File: config.mk
export PLATFORM = sky130hd
export DESIGN_NAME = dimmer_channel_command_engine
export DESIGN_NICKNAME = d
export VERILOG_FILES = /design/src/rtl/core/dcce_pkg.sv /design/src/rtl/core/dimmer_channel_command_engine.sv /design/src/rtl/core/dcce_ram.sv /design/src/rtl/core/dcce_dp.sv /design/src/rtl/core/dcce_ctrl.sv
export SDC_FILE = /design/constraint.sdc
export NUM_CORES = 1
export LEC_CHECK = 0
export ABC_AREA = 1
export BUFFER_PORTS_ARGS = -buffer_cell sky130_fd_sc_hd__buf_2
export CORE_AREA = 4 4 225 227
export DETAILED_ROUTE_END_ITERATION = 16
export DIE_AREA = 0 0 229 231
export PLACE_DENSITY = 0.77
export RECOVER_POWER = 50
export SYNTH_ARGS = -nofsm -noshare
export SYNTH_HDL_FRONTEND = slang
export SYNTH_HIERARCHICAL = 1
export SYNTH_SLANG_ARGS = --single-unit
File: constraint.sdc
create_clock -name i_clk -period 20.1 [get_ports i_clk]
set_input_delay 4.02 -clock i_clk [delete_from_list [all_inputs] [get_ports i_clk]]
set_output_delay 4.02 -clock i_clk [all_outputs]
set_load 0.03 [all_outputs]
File: src/rtl/core/dcce_pkg.sv
// ----------------------------------------------------------------------------
// dcce_pkg
// Shared types, field layout and constants of the dimmer channel command engine.
// ----------------------------------------------------------------------------
package dcce_pkg;

    // default number of channel slots in the level store
    localparam int MAX_CHANNELS_DEF = 32;

    // input beat layout, lowest bit first
    localparam int ACT_W   = 2;
    localparam int CHAN_W  = 8;
    localparam int SETV_W  = 16;
    localparam int PCT_W   = 10;
    localparam int DELTA_W = 9;
    localparam int FADE_W  = 3;

    localparam int ACT_LSB   = 0;
    localparam int CHAN_LSB  = ACT_LSB + ACT_W;
    localparam int SETV_LSB  = CHAN_LSB + CHAN_W;
    localparam int PCT_LSB   = SETV_LSB + SETV_W;
    localparam int DELTA_LSB = PCT_LSB + PCT_W;
    localparam int FADE_LSB  = DELTA_LSB + DELTA_W;
    localparam int IN_W      = FADE_LSB + FADE_W;

    localparam int LEVEL_W = 8;
    localparam int BYTE_W  = 8;
    localparam int COUNT_W = 6;

    // actions
    localparam logic [ACT_W-1:0] ACT_SET    = 2'd0;
    localparam logic [ACT_W-1:0] ACT_INVERT = 2'd1;
    localparam logic [ACT_W-1:0] ACT_EXP    = 2'd2;
    localparam logic [ACT_W-1:0] ACT_REL    = 2'd3;

    // fade codes and their opcode bytes
    localparam logic [FADE_W-1:0] FADE_IMM     = 3'd0;
    localparam logic [FADE_W-1:0] FADE_SOFT    = 3'd1;
    localparam logic [FADE_W-1:0] FADE_FLASHY  = 3'd2;
    localparam logic [FADE_W-1:0] FADE_IMM_REL = 3'd3;

    localparam logic [BYTE_W-1:0] OP_IMM     = 8'hCF;
    localparam logic [BYTE_W-1:0] OP_SOFT    = 8'hBF;
    localparam logic [BYTE_W-1:0] OP_FLASHY  = 8'hAF;
    localparam logic [BYTE_W-1:0] OP_IMM_REL = 8'h9F;
    localparam logic [BYTE_W-1:0] OP_NONE    = 8'h00;

    localparam logic [PCT_W-1:0]   PCT_UNITY = 10'd100;
    localparam logic [LEVEL_W-1:0] LEVEL_MAX = 8'hFF;

    // divide by 100: q = (p * ceil(2^25 / 100)) >> 25, exact for p < 493447
    localparam int                 PROD_W       = LEVEL_W + PCT_W;
    localparam int                 RECIP_W      = 19;
    localparam logic [RECIP_W-1:0] DIV100_RECIP = 19'd335545;
    localparam int                 DIV100_SHIFT = 25;
    localparam int                 SCALED_W     = PROD_W + RECIP_W;
    localparam int                 QUOT_W       = 12;

    // output byte select
    localparam logic [1:0] SEL_OP    = 2'd0;
    localparam logic [1:0] SEL_CHAN  = 2'd1;
    localparam logic [1:0] SEL_LEVEL = 2'd2;

    typedef struct packed {
        logic       capture;  // take the input beat, start the level read
        logic       load;     // latch the current level
        logic       mul;      // level times percent
        logic       div;      // scale product by reciprocal of 100
        logic       wb;       // write the new level back
        logic [1:0] sel;      // output byte select
    } t_cmd;

    typedef struct packed {
        logic present;        // addressed channel exists
    } t_status;

    function automatic logic [BYTE_W-1:0] fade_opcode(input logic [FADE_W-1:0] fade);
        logic [BYTE_W-1:0] op;
        case (fade)
            FADE_IMM:     op = OP_IMM;
            FADE_SOFT:    op = OP_SOFT;
            FADE_FLASHY:  op = OP_FLASHY;
            FADE_IMM_REL: op = OP_IMM_REL;
            default:      op = OP_NONE;
        endcase
        return op;
    endfunction

endpackage

File: src/rtl/core/dimmer_channel_command_engine.sv
// ----------------------------------------------------------------------------
// dimmer_channel_command_engine
// Per-channel 8-bit dimmer levels updated by commands; each command on a
// present channel sends an opcode byte, the channel and the new level.
// ----------------------------------------------------------------------------
// Channel   Direction  Beat contents
// s_axis    in         action[1:0] channel[9:2] set_value[25:10]
//                      percent[35:26] delta[44:36] fade[47:45]
// m_axis    out        tdata: out_byte; tlast: last (third byte)
// cfg       in         channel_count[5:0]
//
// A present-channel command steps through accept (level store read), level
// latch, level times percent, scaling by 1/100, write-back and three output
// beats. An absent channel is taken and dropped while the engine stays idle.
// Reset clears channel_count and marks every level slot empty, so all levels
// read zero at once. A stall on m_axis holds the current byte and keeps
// s_axis tready low.
// ----------------------------------------------------------------------------
module dimmer_channel_command_engine #(
    parameter int MAX_CHANNELS = dcce_pkg::MAX_CHANNELS_DEF
) (
    input  logic                          i_clk,
    input  logic                          i_rst_n,
    input  logic                          i_s_axis_tvalid,
    output logic                          o_s_axis_tready,
    input  logic [dcce_pkg::IN_W-1:0]     i_s_axis_tdata,   // action, channel, set_value,
                                                            // percent, delta, fade
    output logic                          o_m_axis_tvalid,
    input  logic                          i_m_axis_tready,
    output logic [dcce_pkg::BYTE_W-1:0]   o_m_axis_tdata,   // out_byte
    output logic                          o_m_axis_tlast,
    input  logic                          i_cfg_valid,
    output logic                          o_cfg_ready,
    input  logic [dcce_pkg::COUNT_W-1:0]  i_cfg_data        // channel_count
);
    import dcce_pkg::*;

    t_cmd    w_cmd;
    t_status w_status;

    assign o_cfg_ready = 1'b1;

    dcce_ctrl u_ctrl (
        .i_clk       (i_clk),
        .i_rst_n     (i_rst_n),
        .i_in_valid  (i_s_axis_tvalid),
        .o_in_ready  (o_s_axis_tready),
        .o_out_valid (o_m_axis_tvalid),
        .i_out_ready (i_m_axis_tready),
        .o_out_last  (o_m_axis_tlast),
        .i_status    (w_status),
        .o_cmd       (w_cmd)
    );

    dcce_dp #(
        .MAX_CHANNELS (MAX_CHANNELS)
    ) u_dp (
        .i_clk      (i_clk),
        .i_rst_n    (i_rst_n),
        .i_item     (i_s_axis_tdata),
        .i_cfg_we   (i_cfg_valid && o_cfg_ready),
        .i_cfg_data (i_cfg_data),
        .i_cmd      (w_cmd),
        .o_status   (w_status),
        .o_byte     (o_m_axis_tdata)
    );

endmodule

File: src/rtl/core/dcce_ram.sv
// ----------------------------------------------------------------------------
// dcce_ram
// Generic single-write, single-read RAM with registered read data.
// ----------------------------------------------------------------------------
module dcce_ram #(
    parameter int WIDTH = 8,
    parameter int DEPTH = 32,
    parameter int AW    = (DEPTH > 1) ? $clog2(DEPTH) : 1
) (
    input  logic             i_clk,
    input  logic             i_we,
    input  logic [AW-1:0]    i_waddr,
    input  logic [WIDTH-1:0] i_wdata,
    input  logic             i_re,
    input  logic [AW-1:0]    i_raddr,
    output logic [WIDTH-1:0] o_rdata
);

    logic [WIDTH-1:0] r_mem [DEPTH];
    logic [WIDTH-1:0] r_rdata;

    always_ff @(posedge i_clk) begin
        if (i_we) begin
            r_mem[i_waddr] <= i_wdata;
        end
        if (i_re) begin
            r_rdata <= r_mem[i_raddr];
        end
    end

    assign o_rdata = r_rdata;

endmodule

File: src/rtl/core/dcce_dp.sv
// ----------------------------------------------------------------------------
// dcce_dp
// Datapath: channel count register, level store, level arithmetic and the
// three output bytes.
// ----------------------------------------------------------------------------
module dcce_dp #(
    parameter int MAX_CHANNELS = dcce_pkg::MAX_CHANNELS_DEF
) (
    input  logic                           i_clk,
    input  logic                           i_rst_n,
    input  logic [dcce_pkg::IN_W-1:0]      i_item,
    input  logic                           i_cfg_we,
    input  logic [dcce_pkg::COUNT_W-1:0]   i_cfg_data,
    input  dcce_pkg::t_cmd                 i_cmd,
    output dcce_pkg::t_status              o_status,
    output logic [dcce_pkg::BYTE_W-1:0]    o_byte
);
    import dcce_pkg::*;

    localparam int                AW         = (MAX_CHANNELS > 1) ? $clog2(MAX_CHANNELS) : 1;
    localparam logic [CHAN_W:0]   CHAN_LIMIT = (CHAN_W + 1)'(MAX_CHANNELS);

    logic [ACT_W-1:0]    w_action;
    logic [CHAN_W-1:0]   w_chan;
    logic [SETV_W-1:0]   w_setv;
    logic [PCT_W-1:0]    w_pct;
    logic [DELTA_W-1:0]  w_delta;
    logic [FADE_W-1:0]   w_fade;

    logic [COUNT_W-1:0]  r_channel_count;
    logic [MAX_CHANNELS-1:0] r_valid;

    logic [ACT_W-1:0]    r_action;
    logic [CHAN_W-1:0]   r_chan;
    logic [SETV_W-1:0]   r_setv;
    logic [PCT_W-1:0]    r_pct;
    logic [DELTA_W-1:0]  r_delta;
    logic [FADE_W-1:0]   r_fade;
    logic [LEVEL_W-1:0]  r_cur;
    logic [PROD_W-1:0]   r_prod;
    logic [QUOT_W-1:0]   r_quot;
    logic [LEVEL_W-1:0]  r_level;
    logic [LEVEL_W-1:0]  n_level;

    logic [LEVEL_W-1:0]  w_rdata;
    logic [SCALED_W-1:0] w_scaled;
    logic [LEVEL_W-1:0]  w_quot_sat;
    logic signed [LEVEL_W+1:0] w_sum;

    assign w_action = i_item[ACT_LSB +: ACT_W];
    assign w_chan   = i_item[CHAN_LSB +: CHAN_W];
    assign w_setv   = i_item[SETV_LSB +: SETV_W];
    assign w_pct    = i_item[PCT_LSB +: PCT_W];
    assign w_delta  = i_item[DELTA_LSB +: DELTA_W];
    assign w_fade   = i_item[FADE_LSB +: FADE_W];

    assign o_status.present = (CHAN_W'(r_channel_count) > w_chan) &&
                              ({1'b0, w_chan} < CHAN_LIMIT);

    always_ff @(posedge i_clk) begin
        if (!i_rst_n) begin
            r_channel_count <= '0;
            r_valid         <= '0;
        end else begin
            if (i_cfg_we) begin
                r_channel_count <= i_cfg_data;
            end
            if (i_cmd.wb) begin
                r_valid[r_chan[AW-1:0]] <= 1'b1;
            end
        end
    end

    dcce_ram #(
        .WIDTH (LEVEL_W),
        .DEPTH (MAX_CHANNELS),
        .AW    (AW)
    ) u_levels (
        .i_clk   (i_clk),
        .i_we    (i_cmd.wb),
        .i_waddr (r_chan[AW-1:0]),
        .i_wdata (n_level),
        .i_re    (i_cmd.capture),
        .i_raddr (w_chan[AW-1:0]),
        .o_rdata (w_rdata)
    );

    assign w_scaled = SCALED_W'(r_prod) * SCALED_W'(DIV100_RECIP);

    always_ff @(posedge i_clk) begin
        if (i_cmd.capture) begin
            r_action <= w_action;
            r_chan   <= w_chan;
            r_setv   <= w_setv;
            r_pct    <= w_pct;
            r_delta  <= w_delta;
            r_fade   <= w_fade;
        end
        if (i_cmd.load) begin
            // a slot never written reads as zero
            r_cur <= r_valid[r_chan[AW-1:0]] ? w_rdata : '0;
        end
        if (i_cmd.mul) begin
            r_prod <= PROD_W'(r_cur) * PROD_W'(r_pct);
        end
        if (i_cmd.div) begin
            r_quot <= w_scaled[DIV100_SHIFT +: QUOT_W];
        end
        if (i_cmd.wb) begin
            r_level <= n_level;
        end
    end

    assign w_quot_sat = (|r_quot[QUOT_W-1:LEVEL_W]) ? LEVEL_MAX : r_quot[LEVEL_W-1:0];
    assign w_sum      = $signed({2'b00, r_cur}) + $signed({r_delta[DELTA_W-1], r_delta});

    always_comb begin
        n_level = r_cur;
        case (r_action)
            ACT_SET: begin
                n_level = (|r_setv[SETV_W-1:LEVEL_W]) ? LEVEL_MAX : r_setv[LEVEL_W-1:0];
            end
            ACT_INVERT: begin
                n_level = LEVEL_MAX - r_cur;
            end
            ACT_EXP: begin
                if (r_pct > PCT_UNITY) begin
                    // boost: dark levels step up instead of staying stuck
                    if (r_cur == LEVEL_W'(0)) begin
                        n_level = LEVEL_W'(1);
                    end else if (r_cur == LEVEL_W'(1)) begin
                        n_level = LEVEL_W'(2);
                    end else begin
                        n_level = w_quot_sat;
                    end
                end else begin
                    if (r_cur <= LEVEL_W'(1)) begin
                        n_level = '0;
                    end else begin
                        n_level = w_quot_sat;
                    end
                end
            end
            ACT_REL: begin
                if (w_sum[LEVEL_W+1]) begin
                    n_level = '0;
                end else if (w_sum[LEVEL_W]) begin
                    n_level = LEVEL_MAX;
                end else begin
                    n_level = w_sum[LEVEL_W-1:0];
                end
            end
            default: begin
                n_level = r_cur;
            end
        endcase
    end

    always_comb begin
        case (i_cmd.sel)
            SEL_OP:    o_byte = fade_opcode(r_fade);
            SEL_CHAN:  o_byte = r_chan;
            SEL_LEVEL: o_byte = r_level;
            default:   o_byte = r_level;
        endcase
    end

endmodule

File: src/rtl/core/dcce_ctrl.sv
// ----------------------------------------------------------------------------
// dcce_ctrl
// Controller: sequences read, multiply, scale, write-back and the three
// output beats of one command.
// ----------------------------------------------------------------------------
module dcce_ctrl (
    input  logic              i_clk,
    input  logic              i_rst_n,
    input  logic              i_in_valid,
    output logic              o_in_ready,
    output logic              o_out_valid,
    input  logic              i_out_ready,
    output logic              o_out_last,
    input  dcce_pkg::t_status i_status,
    output dcce_pkg::t_cmd    o_cmd
);
    import dcce_pkg::*;

    localparam logic [2:0] S_IDLE = 3'd0;
    localparam logic [2:0] S_LOAD = 3'd1;
    localparam logic [2:0] S_MUL  = 3'd2;
    localparam logic [2:0] S_DIV  = 3'd3;
    localparam logic [2:0] S_WB   = 3'd4;
    localparam logic [2:0] S_B0   = 3'd5;
    localparam logic [2:0] S_B1   = 3'd6;
    localparam logic [2:0] S_B2   = 3'd7;

    logic [2:0] r_state;
    logic [2:0] n_state;

    always_ff @(posedge i_clk) begin
        if (!i_rst_n) begin
            r_state <= S_IDLE;
        end else begin
            r_state <= n_state;
        end
    end

    assign o_in_ready  = (r_state == S_IDLE);
    assign o_out_valid = (r_state == S_B0) || (r_state == S_B1) || (r_state == S_B2);
    assign o_out_last  = (r_state == S_B2);

    always_comb begin
        n_state = r_state;
        o_cmd   = '0;
        o_cmd.sel = SEL_LEVEL;
        case (r_state)
            S_IDLE: begin
                // absent channels are accepted and dropped
                if (i_in_valid && i_status.present) begin
                    o_cmd.capture = 1'b1;
                    n_state       = S_LOAD;
                end
            end
            S_LOAD: begin
                o_cmd.load = 1'b1;
                n_state    = S_MUL;
            end
            S_MUL: begin
                o_cmd.mul = 1'b1;
                n_state   = S_DIV;
            end
            S_DIV: begin
                o_cmd.div = 1'b1;
                n_state   = S_WB;
            end
            S_WB: begin
                o_cmd.wb = 1'b1;
                n_state  = S_B0;
            end
            S_B0: begin
                o_cmd.sel = SEL_OP;
                if (i_out_ready) begin
                    n_state = S_B1;
                end
            end
            S_B1: begin
                o_cmd.sel = SEL_CHAN;
                if (i_out_ready) begin
                    n_state = S_B2;
                end
            end
            S_B2: begin
                o_cmd.sel = SEL_LEVEL;
                if (i_out_ready) begin
                    n_state = S_IDLE;
                end
            end
            default: begin
                n_state = S_IDLE;
            end
        endcase
    end

`ifndef ASSERT_OFF
    a_no_overlap: assert property (@(posedge i_clk) disable iff (!i_rst_n)
        !(o_in_ready && o_out_valid))
        else $error("input taken while a command is still being sent");

    a_one_step: assert property (@(posedge i_clk) disable iff (!i_rst_n)
        $onehot0({o_cmd.capture, o_cmd.load, o_cmd.mul, o_cmd.div, o_cmd.wb}))
        else $error("more than one datapath step in a cycle");

    a_wb_then_op: assert property (@(posedge i_clk) disable iff (!i_rst_n)
        o_cmd.wb |=> (o_out_valid && (o_cmd.sel == SEL_OP)))
        else $error("opcode beat does not follow write-back");

    a_last_frees: assert property (@(posedge i_clk) disable iff (!i_rst_n)
        (o_out_valid && o_out_last && i_out_ready) |=> (o_in_ready && !o_out_valid))
        else $error("engine not idle after last beat");
`endif

endmodule

==> results.ini, run 1 <==
[status]
outcome=finished, violations left
violations=max-capacitance violations, max-slew violations

[detailed_routing]
drtAntennaViolNets=0
num_vias=19100
wirelength_um=61800
avgRoutedWirePerCell_um=17.9
first_iter_violations=1931
drcViolationCount=0
vias_per_cell=5.53
firstDrtPassIters=6

[yosys]
postSynth.asyncResetShare_pct=0
synth_cells=2740
avgSynthCellArea_um2=9.47
ys_seq_area_share_pct=44.6
yosysWarnings=6
synth-seq-cells=399
netlist_area_um2=25900
synth_edf_count=358
yosysUniqueCellTypes=40
ys_dominant_reg_cell=edfxtp_1
syn_nets=3173

[finish]
finalNonFillerCells=3446
layout_commonest_cell=nand2_1
seq_area_um2=11600
nNetsFinal=3224
drive_gt1_share_pct=5.42
multi_input_area_um2=12100
syn2layout_area_growth_pct=7.61
fin_util_pct=57.4
final_cell_mix=nand2_1 (753), inv_1 (474), edfxtp_1 (358), nand3_1 (248), ha_1 (208)
fillCellCount=4063
num_antenna_cells=0

[die]
pin_count=71
dieHeight_um=231
core-area_um2=48600
start_util_pct=53.3
die_x_um=229
die_area_um2=52900
rows=81

[sta]
hold_ws_ns=0.465
slew_headroom_pct=-34.8
rsz0062_at_grt=no
period_needed_ns=6.70
setup_tns_ns=0
maxSlewViolCount=238
finalClockSkew_ns=0.0203
setup_viol=0
fmax_ghz=0.149
worst_slew_pin_slew_ns=2.02
period_share_pct=33.3
hold_viol=0

[worst_setup_path]
worst-setup-path-type=reg2out
cp-endpoint=o_m_axis_tdata[6]
reg2reg_slack_ns=14.40
r2r-end=u_dp/r_quot[9]
timing.critical_path.from=u_ctrl/r_state[2]
rr_worst_depth=19
end_kind=output pin
worst_ep_arrival_time_ns=2.68
crit_fanout=11
start_kind=flip-flop
worst_ep_required_time_ns=16.08
r2r-start=u_dp/r_prod[16]

[global_routing]
grt-ovfl-total=0
grt_first_pass_wirelength_um=99200
grt_pass1_vias=19000
antenna_found_initial=1
grtUsageTotal_pct=23.3
grt_max_degree=81

[clock_tree]
clk_pin_slew_ns=0.06
postCtsSetupBuffers=0
clock_path_buffers=3
cts_resized=0
cts_buffers=41
cts_root_buffer=clkbuf_16
clk_latency_ns=0.57
cts_tree=built
hold_buffers=0
htreeDepth=2
clkSinkCount=399

[hold_path]
hp-class=reg2reg

[placement]
dp.cells=3370
dp_hpwl_um=44800
portBuffers=69
routabilityCongestion=0.912

[run]
maxCapViolations=7

-- cell families (layout without fill, tap and decap cells) --
logic type | after synthesis | in the layout | share of synthesized area [%]
adders and majority gates | 374 | 374 | 22.8
other | 1 | 1 | 0.0145
DFF | 399 | 399 | 44.6
AOI/OAI and AO/OA | 178 | 178 | 3.74
buffers and inverters | 554 | 638 | 8.88
and+or+nand+nor | 1219 | 1219 | 19.4
xor gates and xnor gates | 15 | 15 | 0.506
-- layer usage --
layer  wire length, um  global-route usage [%]  share of wire [%]
met3              5020                    4.00                8.1
met2             29500                    38.6                 48
met1             24300                    30.3                 39
met5                13                       0              0.021
met4              3010                    10.3                4.9
-- layout make-up --
| type | count | share of cell area, % |
|---|---|---|
| Multi-Input combinational cell | 1787 | 43.2 |
| Clock inverter | 19 | 0.511 |
| Inverter | 478 | 6.43 |
| Clock buffer | 57 | 4.05 |
| Timing Repair Buffer | 84 | 1.54 |
| Tap cell | 622 | 2.79 |
| Sequential cell | 399 | 41.4 |
-- per-stage QoR --
step / area [um^2] / setup slack [ns]
2_1_floorplan: 25900 / 10.96
3_3_place_gp: 26700 / 13.27
3_5_place_dp: 26700 / 13.21
4_1_cts: 28000 / 13.40
5_1_grt: 27900 / 13.23
6_report: 27900 / 13.40
-- critical path: stages (launching register included) --
cell and delay [ns]:
dfxtp_1 0.62, o21ai_0 0.17, buf_4 0.21, nor2_1 0.11
inv_1 0.04, nor2_1 0.41, inv_1 0.09, o211ai_1 0.22
buf_2 0.24
-- Yosys cell counts, types with 2 or more instances --
library cell | number | area [um^2]
inv_1 | 474 | 1780
buf_2 | 15 | 75.1
nor3_1 | 20 | 100
nor2_1 | 156 | 586
buf_6 | 25 | 282
xnor2_1 | 4 | 35.0
dfxtp_1 | 41 | 821
inv_2 | 4 | 15.0
buf_4 | 5 | 37.5
xor2_1 | 11 | 96.3
edfxtp_1 | 358 | 10800
nand2_4 | 2 | 22.5
nand4_1 | 15 | 93.8
nor2_2 | 5 | 31.3
nand3b_1 | 8 | 60.1
ha_1 | 208 | 2600
buf_1 | 5 | 18.8
nand2b_1 | 2 | 12.5
o21bai_1 | 10 | 75.1
nand2_2 | 2 | 12.5
fa_1 | 166 | 3320
o31ai_1 | 8 | 60.1
nand3_1 | 248 | 1240
or2_2 | 4 | 25.0
clkbuf_1 | 26 | 97.6
nand2_1 | 753 | 2830
a22oi_1 | 7 | 52.6
a21oi_1 | 102 | 510
o21ai_0 | 44 | 220
o211ai_1 | 2 | 15.0
-- how the worst min path moves through the flow --
stage | startpoint | end | slack [ns] | depth (start not counted)
after global routing | u_dp/r_valid[28] | u_dp/r_valid[28] | 0.49 | 2
after CTS | u_dp/r_valid[16] | u_dp/r_valid[16] | 0.47 | 2
after floorplan | u_dp/r_valid[19] | u_dp/r_valid[19] | 0.43 | 2
after global placement | u_dp/r_valid[16] | u_dp/r_valid[16] | 0.44 | 2
final | u_dp/r_valid[31] | u_dp/r_valid[31] | 0.46 | 2
after detailed placement | u_dp/r_valid[19] | u_dp/r_valid[19] | 0.45 | 2
-- state kept, by name, indices dropped and copies added (netlist names) --
register,cells
u_dp/r_pct,10
u_dp/r_action,2
u_dp/r_level,8
u_dp/r_channel_count,6
u_dp/r_fade,3
u_dp/u_levels/r_mem,256
u_dp/r_cur,8
u_dp/r_delta,9
u_dp/r_prod,18
u_dp/u_levels/o_rdata,8
u_ctrl/r_state,3
u_dp/r_quot,12
u_dp/r_valid,32
u_dp/r_setv,16
u_dp/r_chan,8
Power of run 1 is left out: the tool's default activity adds up to more than one toggle a clock period on the data nets, which glitch-free logic cannot reach.
==> inputs of run 2 (changes only) <==
==> constraint.sdc (replaced) <==
create_clock -name i_clk -period 7 [get_ports i_clk]
set_input_delay 1.4 -clock i_clk [delete_from_list [all_inputs] [get_ports i_clk]]
set_output_delay 1.4 -clock i_clk [all_outputs]
set_load 0.03 [all_outputs]
==> run 2 against run 1 <==
  * The run still ends with max-capacitance violations, max-slew violations left
  * Clock skew is 0.0032 ns higher
  * Sequential share of layout area fell by 0.15 points
  * Utilization increased by 0.21 points
  * Sequential cell count did not move
  * Cell count did not move
  * Routed wire length about the same
  * Global-route usage is 0.17 points lower
==> results.ini, run 2 (same netlist as run 1, synthesis figures left out) <==
[die]
rows=81  ; unchanged
dieHeight_um=231  ; unchanged
die_area_um2=52900  ; unchanged
start_util_pct=53.3  ; unchanged
die_x_um=229  ; unchanged
core-area_um2=48600  ; unchanged
pin_count=71  ; unchanged

[detailed_routing]
num_vias=18900  ; -0.66%
firstDrtPassIters=5  ; -1
first_iter_violations=1686  ; -13%
drtAntennaViolNets=0  ; unchanged
avgRoutedWirePerCell_um=17.9  ; about the same
vias_per_cell=5.50  ; -0.66%
drcViolationCount=0  ; unchanged
wirelength_um=61800  ; about the same

[sta]
finalClockSkew_ns=0.0235  ; +0.00319 ns
period_needed_ns=5.46
layout_setup_ws_ns=1.54  ; -11.86 ns
period_share_pct=78.0
setup_viol=0  ; unchanged
maxSlewViolCount=107  ; -55%
setup_tns_ns=0  ; unchanged
rsz0062_at_grt=no
slew_headroom_pct=-120  ; -85 points
hold_viol=0  ; unchanged
fmax_ghz=0.183
worst_slew_pin_slew_ns=3.30  ; +1.28 ns

[hold_path]
hp-class=reg2reg

[finish]
largest_reg_flops=256  ; unchanged
largest_registers=u_dp/u_levels/r_mem (256), u_dp/r_valid (32), u_dp/r_prod (18)
syn2layout_area_growth_pct=7.99
fillCellCount=4085  ; +0.54%
layout_commonest_cell=nand2_1
final_cell_mix=nand2_1 (753), inv_1 (474), edfxtp_1 (358), nand3_1 (248), ha_1 (208)
top_register=u_dp/u_levels/r_mem
nNetsFinal=3225  ; +0.031%
drive_gt1_share_pct=5.17  ; -0.25 points
finalNonFillerCells=3446  ; unchanged

[global_routing]
antenna_found_initial=1  ; unchanged
grt_max_degree=71  ; -12%
grtUsageTotal_pct=23.1  ; -0.17 points
grt_first_pass_wirelength_um=98400  ; -0.77%
grt-ovfl-total=0  ; unchanged
grt_pass1_vias=18800  ; -1.0%

[placement]
dp_slack_ns=1.54  ; -11.67 ns
portBuffers=69  ; unchanged
dp_hpwl_um=44500  ; -0.62%
routabilityCongestion=0.954  ; +4.6%
dp.cells=3370  ; unchanged

[worst_setup_path]
crit_fanout=8  ; -3
worst_ep_required_time_ns=7.33  ; -8.75 ns
r2r-end=u_dp/r_quot[8]
start_kind=flip-flop
rr_worst_depth=19  ; unchanged
worst_ep_arrival_time_ns=5.79  ; +3.11 ns
timing.critical_path.from=u_dp/r_prod[16]
reg2reg_slack_ns=1.54  ; -12.86 ns
cp-endpoint=u_dp/r_quot[8]
worst-setup-path-type=reg2reg
end_kind=flip-flop
r2r-start=u_dp/r_prod[16]

[clock_tree]
cts_buffers=42  ; +2.4%
htreeDepth=2  ; unchanged
hold_buffers=0  ; unchanged
cts_tree=built
cts_root_buffer=clkbuf_16
postCtsSetupBuffers=0  ; unchanged
clk_latency_ns=0.57  ; about the same
cts_resized=0  ; unchanged
clk_pin_slew_ns=0.07  ; about the same
clkSinkCount=399  ; unchanged
clock_path_buffers=3  ; unchanged

[status]
violations=max-capacitance violations, max-slew violations
outcome=finished, violations left

[run]
maxCapViolations=2  ; -5

## run 2: cell count changes in the layout (fill, tap and decap cells not counted), sizes merged
cell / before / now
clkinvlp: 1 / 2
diode: 0 / 1
buf: 76 / 68
bufinv: 1 / 3
clkbuf: 65 / 71
clkinv: 14 / 12
## run 2: stage by stage
step | hold slack, ns | area [um^2] | utilization, %
3_5_place_dp | 0.454 | 26700 | 54.9
3_3_place_gp | 0.444 | 26700 | 54.9
2_1_floorplan | 0.431 | 25900 | -
6_report | 0.468 | 28000 | 57.6
4_1_cts | 0.464 | 28000 | 57.7
5_1_grt | 0.466 | 28000 | 57.6
## run 2: layer usage
layer  global-route usage, %  share of wire [%]  vias up
met3                    3.78                7.2      143
met4                    7.93                3.3        0
met2                    39.0                 49      782
met1                    30.6                 41     9091
met5                       0                  0        -
li1                        -                  -     8922
## run 2: cell type report
cell class              count  area, um^2  area share, %
flip-flops and latches    399       11600           41.3
multi-input cells        1787       12100           43.1
diodes                      1        2.50        0.00893
repair buffers             84         435           1.55
well taps                 622         778           2.78
clock inverters            20         225          0.804
clock buffers              55        1140           4.07
inverters                 478        1800           6.41
## run 2: worst min path at each step
stage | to | from | slack [ns] | depth (start not counted)
2_1_floorplan | u_dp/r_valid[19] | u_dp/r_valid[19] | 0.43 | 2
3_3_place_gp | u_dp/r_valid[11] | u_dp/r_valid[11] | 0.44 | 2
3_5_place_dp | u_dp/r_valid[11] | u_dp/r_valid[11] | 0.45 | 2
4_1_cts | u_dp/r_valid[11] | u_dp/r_valid[11] | 0.46 | 2
5_1_grt | u_dp/r_valid[31] | u_dp/r_valid[31] | 0.47 | 2
6_report | u_dp/r_valid[31] | u_dp/r_valid[31] | 0.47 | 2
## run 2: critical path: stages (launching register included)
cell and delay, ns:
edfxtp_1 0.55, fa_1 0.67, inv_1 0.09, fa_1 0.51
inv_1 0.06, fa_1 0.50, fa_1 0.52, fa_1 0.55
inv_1 0.05, fa_1 0.54, inv_1 0.05, ha_1 0.31
nand2_1 0.11, a21oi_1 0.05, o21ai_0 0.16, nand2_1 0.13
a21oi_1 0.19, nand2_1 0.08, nand2_1 0.06, nand2_1 0.05
Power of run 2 is left out for the same reason.
==> inputs of run 3 (changes only) <==
==> constraint.sdc (replaced) <==
create_clock -name i_clk -period 5.44 [get_ports i_clk]
set_input_delay 1.088 -clock i_clk [delete_from_list [all_inputs] [get_ports i_clk]]
set_output_delay 1.088 -clock i_clk [all_outputs]
set_load 0.03 [all_outputs]
==> run 3 against run 2 <==
  * The run still ends with max-capacitance violations, max-slew violations left
  * Worst setup slack worse by 1.4 ns
  * First-iteration DRC count is 9.5% higher
  * Register-to-register slack lost 1.4 ns
  * Cell count up 0.73%
  * Critical path depth up 1
  * Critical path type unchanged
  * Global-route usage up 0.082 points
  * Via count rose by 0.13%
  * Die area unchanged
  * Utilization is 0.62 points higher
==> results.ini, run 3 (same netlist as run 1, synthesis figures left out) <==
[status]
outcome=finished, violations left
violations=max-capacitance violations, max-slew violations

[placement]
portBuffers=69  ; unchanged
dp_hpwl_um=44600  ; +0.12%
routabilityCongestion=0.986  ; +3.3%

[clock_tree]
clock_path_buffers=3  ; unchanged
cts_root_buffer=clkbuf_16
clk_pin_slew_ns=0.06  ; about the same
cts_tree=built
hold_buffers=0  ; unchanged
clk_latency_ns=0.57  ; about the same
clkSinkCount=399  ; unchanged
cts_buffers=42  ; unchanged
htreeDepth=2  ; unchanged

[finish]
seq_area_um2=11600  ; unchanged
layout_commonest_cell=nand2_1
fillCellCount=4042  ; -1.1%
multi_input_area_um2=12100  ; +0.42%
drive_gt1_share_pct=6.56  ; +1.4 points
nNetsFinal=3251  ; +0.81%
num_antenna_cells=0  ; -1
largest_registers=u_dp/u_levels/r_mem (256), u_dp/r_valid (32), u_dp/r_prod (18)
final_cell_mix=nand2_1 (750), inv_1 (474), edfxtp_1 (358), nand3_1 (248), ha_1 (205)
syn2layout_area_growth_pct=9.16
top_register=u_dp/u_levels/r_mem
largest_reg_flops=256  ; unchanged

[sta]
worst_slew_pin_slew_ns=3.33  ; +0.0341 ns
fmax_ghz=0.190  ; +3.7%
setup_viol=0  ; unchanged
period_needed_ns=5.27  ; -0.192 ns
hold_ws_ns=0.459  ; -0.00899 ns
period_share_pct=96.8  ; +19 points
slew_headroom_pct=-122  ; -2.3 points
maxSlewViolCount=102  ; -4.7%
hold_viol=0  ; unchanged
finalClockSkew_ns=0.0400  ; +0.0165 ns
rsz0062_at_grt=yes

[worst_setup_path]
path_buf_inv=6  ; +2
critical-path-slowest-cell=fa_1
cp_common_cell=fa_1
start_kind=flip-flop
crit_fanout=3  ; -5
worst_ep_required_time_ns=5.75  ; -1.58 ns
max_stage_delay_ns=0.58  ; -0.09 ns
worst-setup-path-type=reg2reg
end_kind=flip-flop
critPathTopFamily=adder cells
crit_chain=fa_1 > inv_1 > fa_1 > inv_1 > fa_1 > fa_1 > fa_1 > inv_1 > fa_1 > inv_1 > ha_1 > nand2_1 > a21oi_1 > o21ai_0 > nand2_1 > buf_4 > inv_1 > nand2_1 > nand2_1 > nand2_1
worst_ep_arrival_time_ns=5.58  ; -0.21 ns

[detailed_routing]
firstDrtPassIters=6  ; +1
wirelength_um=61600  ; -0.26%
drcViolationCount=0  ; unchanged
vias_per_cell=5.46  ; -0.59%
first_iter_violations=1846  ; +9.5%
avgRoutedWirePerCell_um=17.8  ; -0.98%
num_vias=19000  ; +0.13%
drtAntennaViolNets=0  ; unchanged

[die]
die_area_um2=52900  ; unchanged
pin_count=71  ; unchanged
rows=81  ; unchanged
dieHeight_um=231  ; unchanged
start_util_pct=53.3  ; unchanged
die_x_um=229  ; unchanged
core-area_um2=48600  ; unchanged

[global_routing]
antenna_found_initial=0  ; -1
grtUsageTotal_pct=23.2  ; +0.082 points
grt_pass1_vias=18900  ; +0.20%
grt_first_pass_wirelength_um=98900  ; +0.46%
grt_max_degree=97  ; +37%
grt-ovfl-total=0  ; unchanged

[run]
maxCapViolations=2  ; unchanged

[hold_path]
hp-class=reg2reg

[run 3: cell count changes in the layout (fill, tap and decap cells not counted), moves of 4 or more]
cell | previous run | this run
buf_4 | 14 | 37
clkinv_1 | 6 | 10
a21oi_1 | 102 | 97
a21oi_2 | 0 | 5
clkbuf_1 | 25 | 20
clkbuf_8 | 4 | 0
[run 3: worst register-to-register path, delay by kind of cell (launching register included)]
family	cells	cell delay (ns)
adder cells (fa/ha/maj)	7	3.51
flip-flops	1	0.42
AO/OA/AOI/OAI	2	0.20
buffers and inverters	6	0.44
AND/OR/NAND/NOR	5	0.42
[run 3: worst paths after layout]
kind	depth (start not counted)	end	slack (ns)	startpoint
setup / recovery	20	u_dp/r_quot[0]	0.17	u_dp/r_prod[17]
hold / removal	2	u_dp/r_valid[31]	0.46	u_dp/r_valid[31]
setup reg to reg	20	u_dp/r_quot[0]	0.17	u_dp/r_prod[17]
hold reg to reg	2	u_dp/r_valid[31]	0.46	u_dp/r_valid[31]
[run 3: layer usage]
layer / GRT usage, % / up-vias / share of wire (%)
li1: - / 8960 / -
met1: 31.1 / 9062 / 41
met2: 39.5 / 796 / 49
met3: 3.58 / 144 / 7.7
met4: 6.49 / 0 / 3.0
met5: 0 / - / 0
[run 3: area by class of cell]
cell class                 instances  share of cell area, %
multi-input combinational       1787                   42.8
sequential                       399                   40.8
inverter                         478                   6.34
clock buffer                      47                   3.85
tap                              622                   2.75
timing repair buffer             110                   2.22
clock inverter                    28                   1.18
[run 3: stage by stage]
step | setup slack, ns | area [um^2] | util, % | instances | setup TNS [ns]
after floorplan | 0.331 | 26000 | - | 2740 | 0
after global placement | 0.238 | 26800 | 55.1 | 3385 | 0
after detailed placement | 0.169 | 26800 | 55.1 | 3385 | 0
after CTS | 0.124 | 28200 | 58.0 | 3460 | 0
after global routing | -0.0647 | 28300 | 58.2 | 3471 | -0.198
final | 0.173 | 28300 | 58.2 | 3471 | 0
[run 3: timing repair]
action	CTS	global route
endpoints found under the setup margin	0	11
gates resized for setup	0	17
buffers inserted	0	11
Power of run 3 is left out for the same reason.
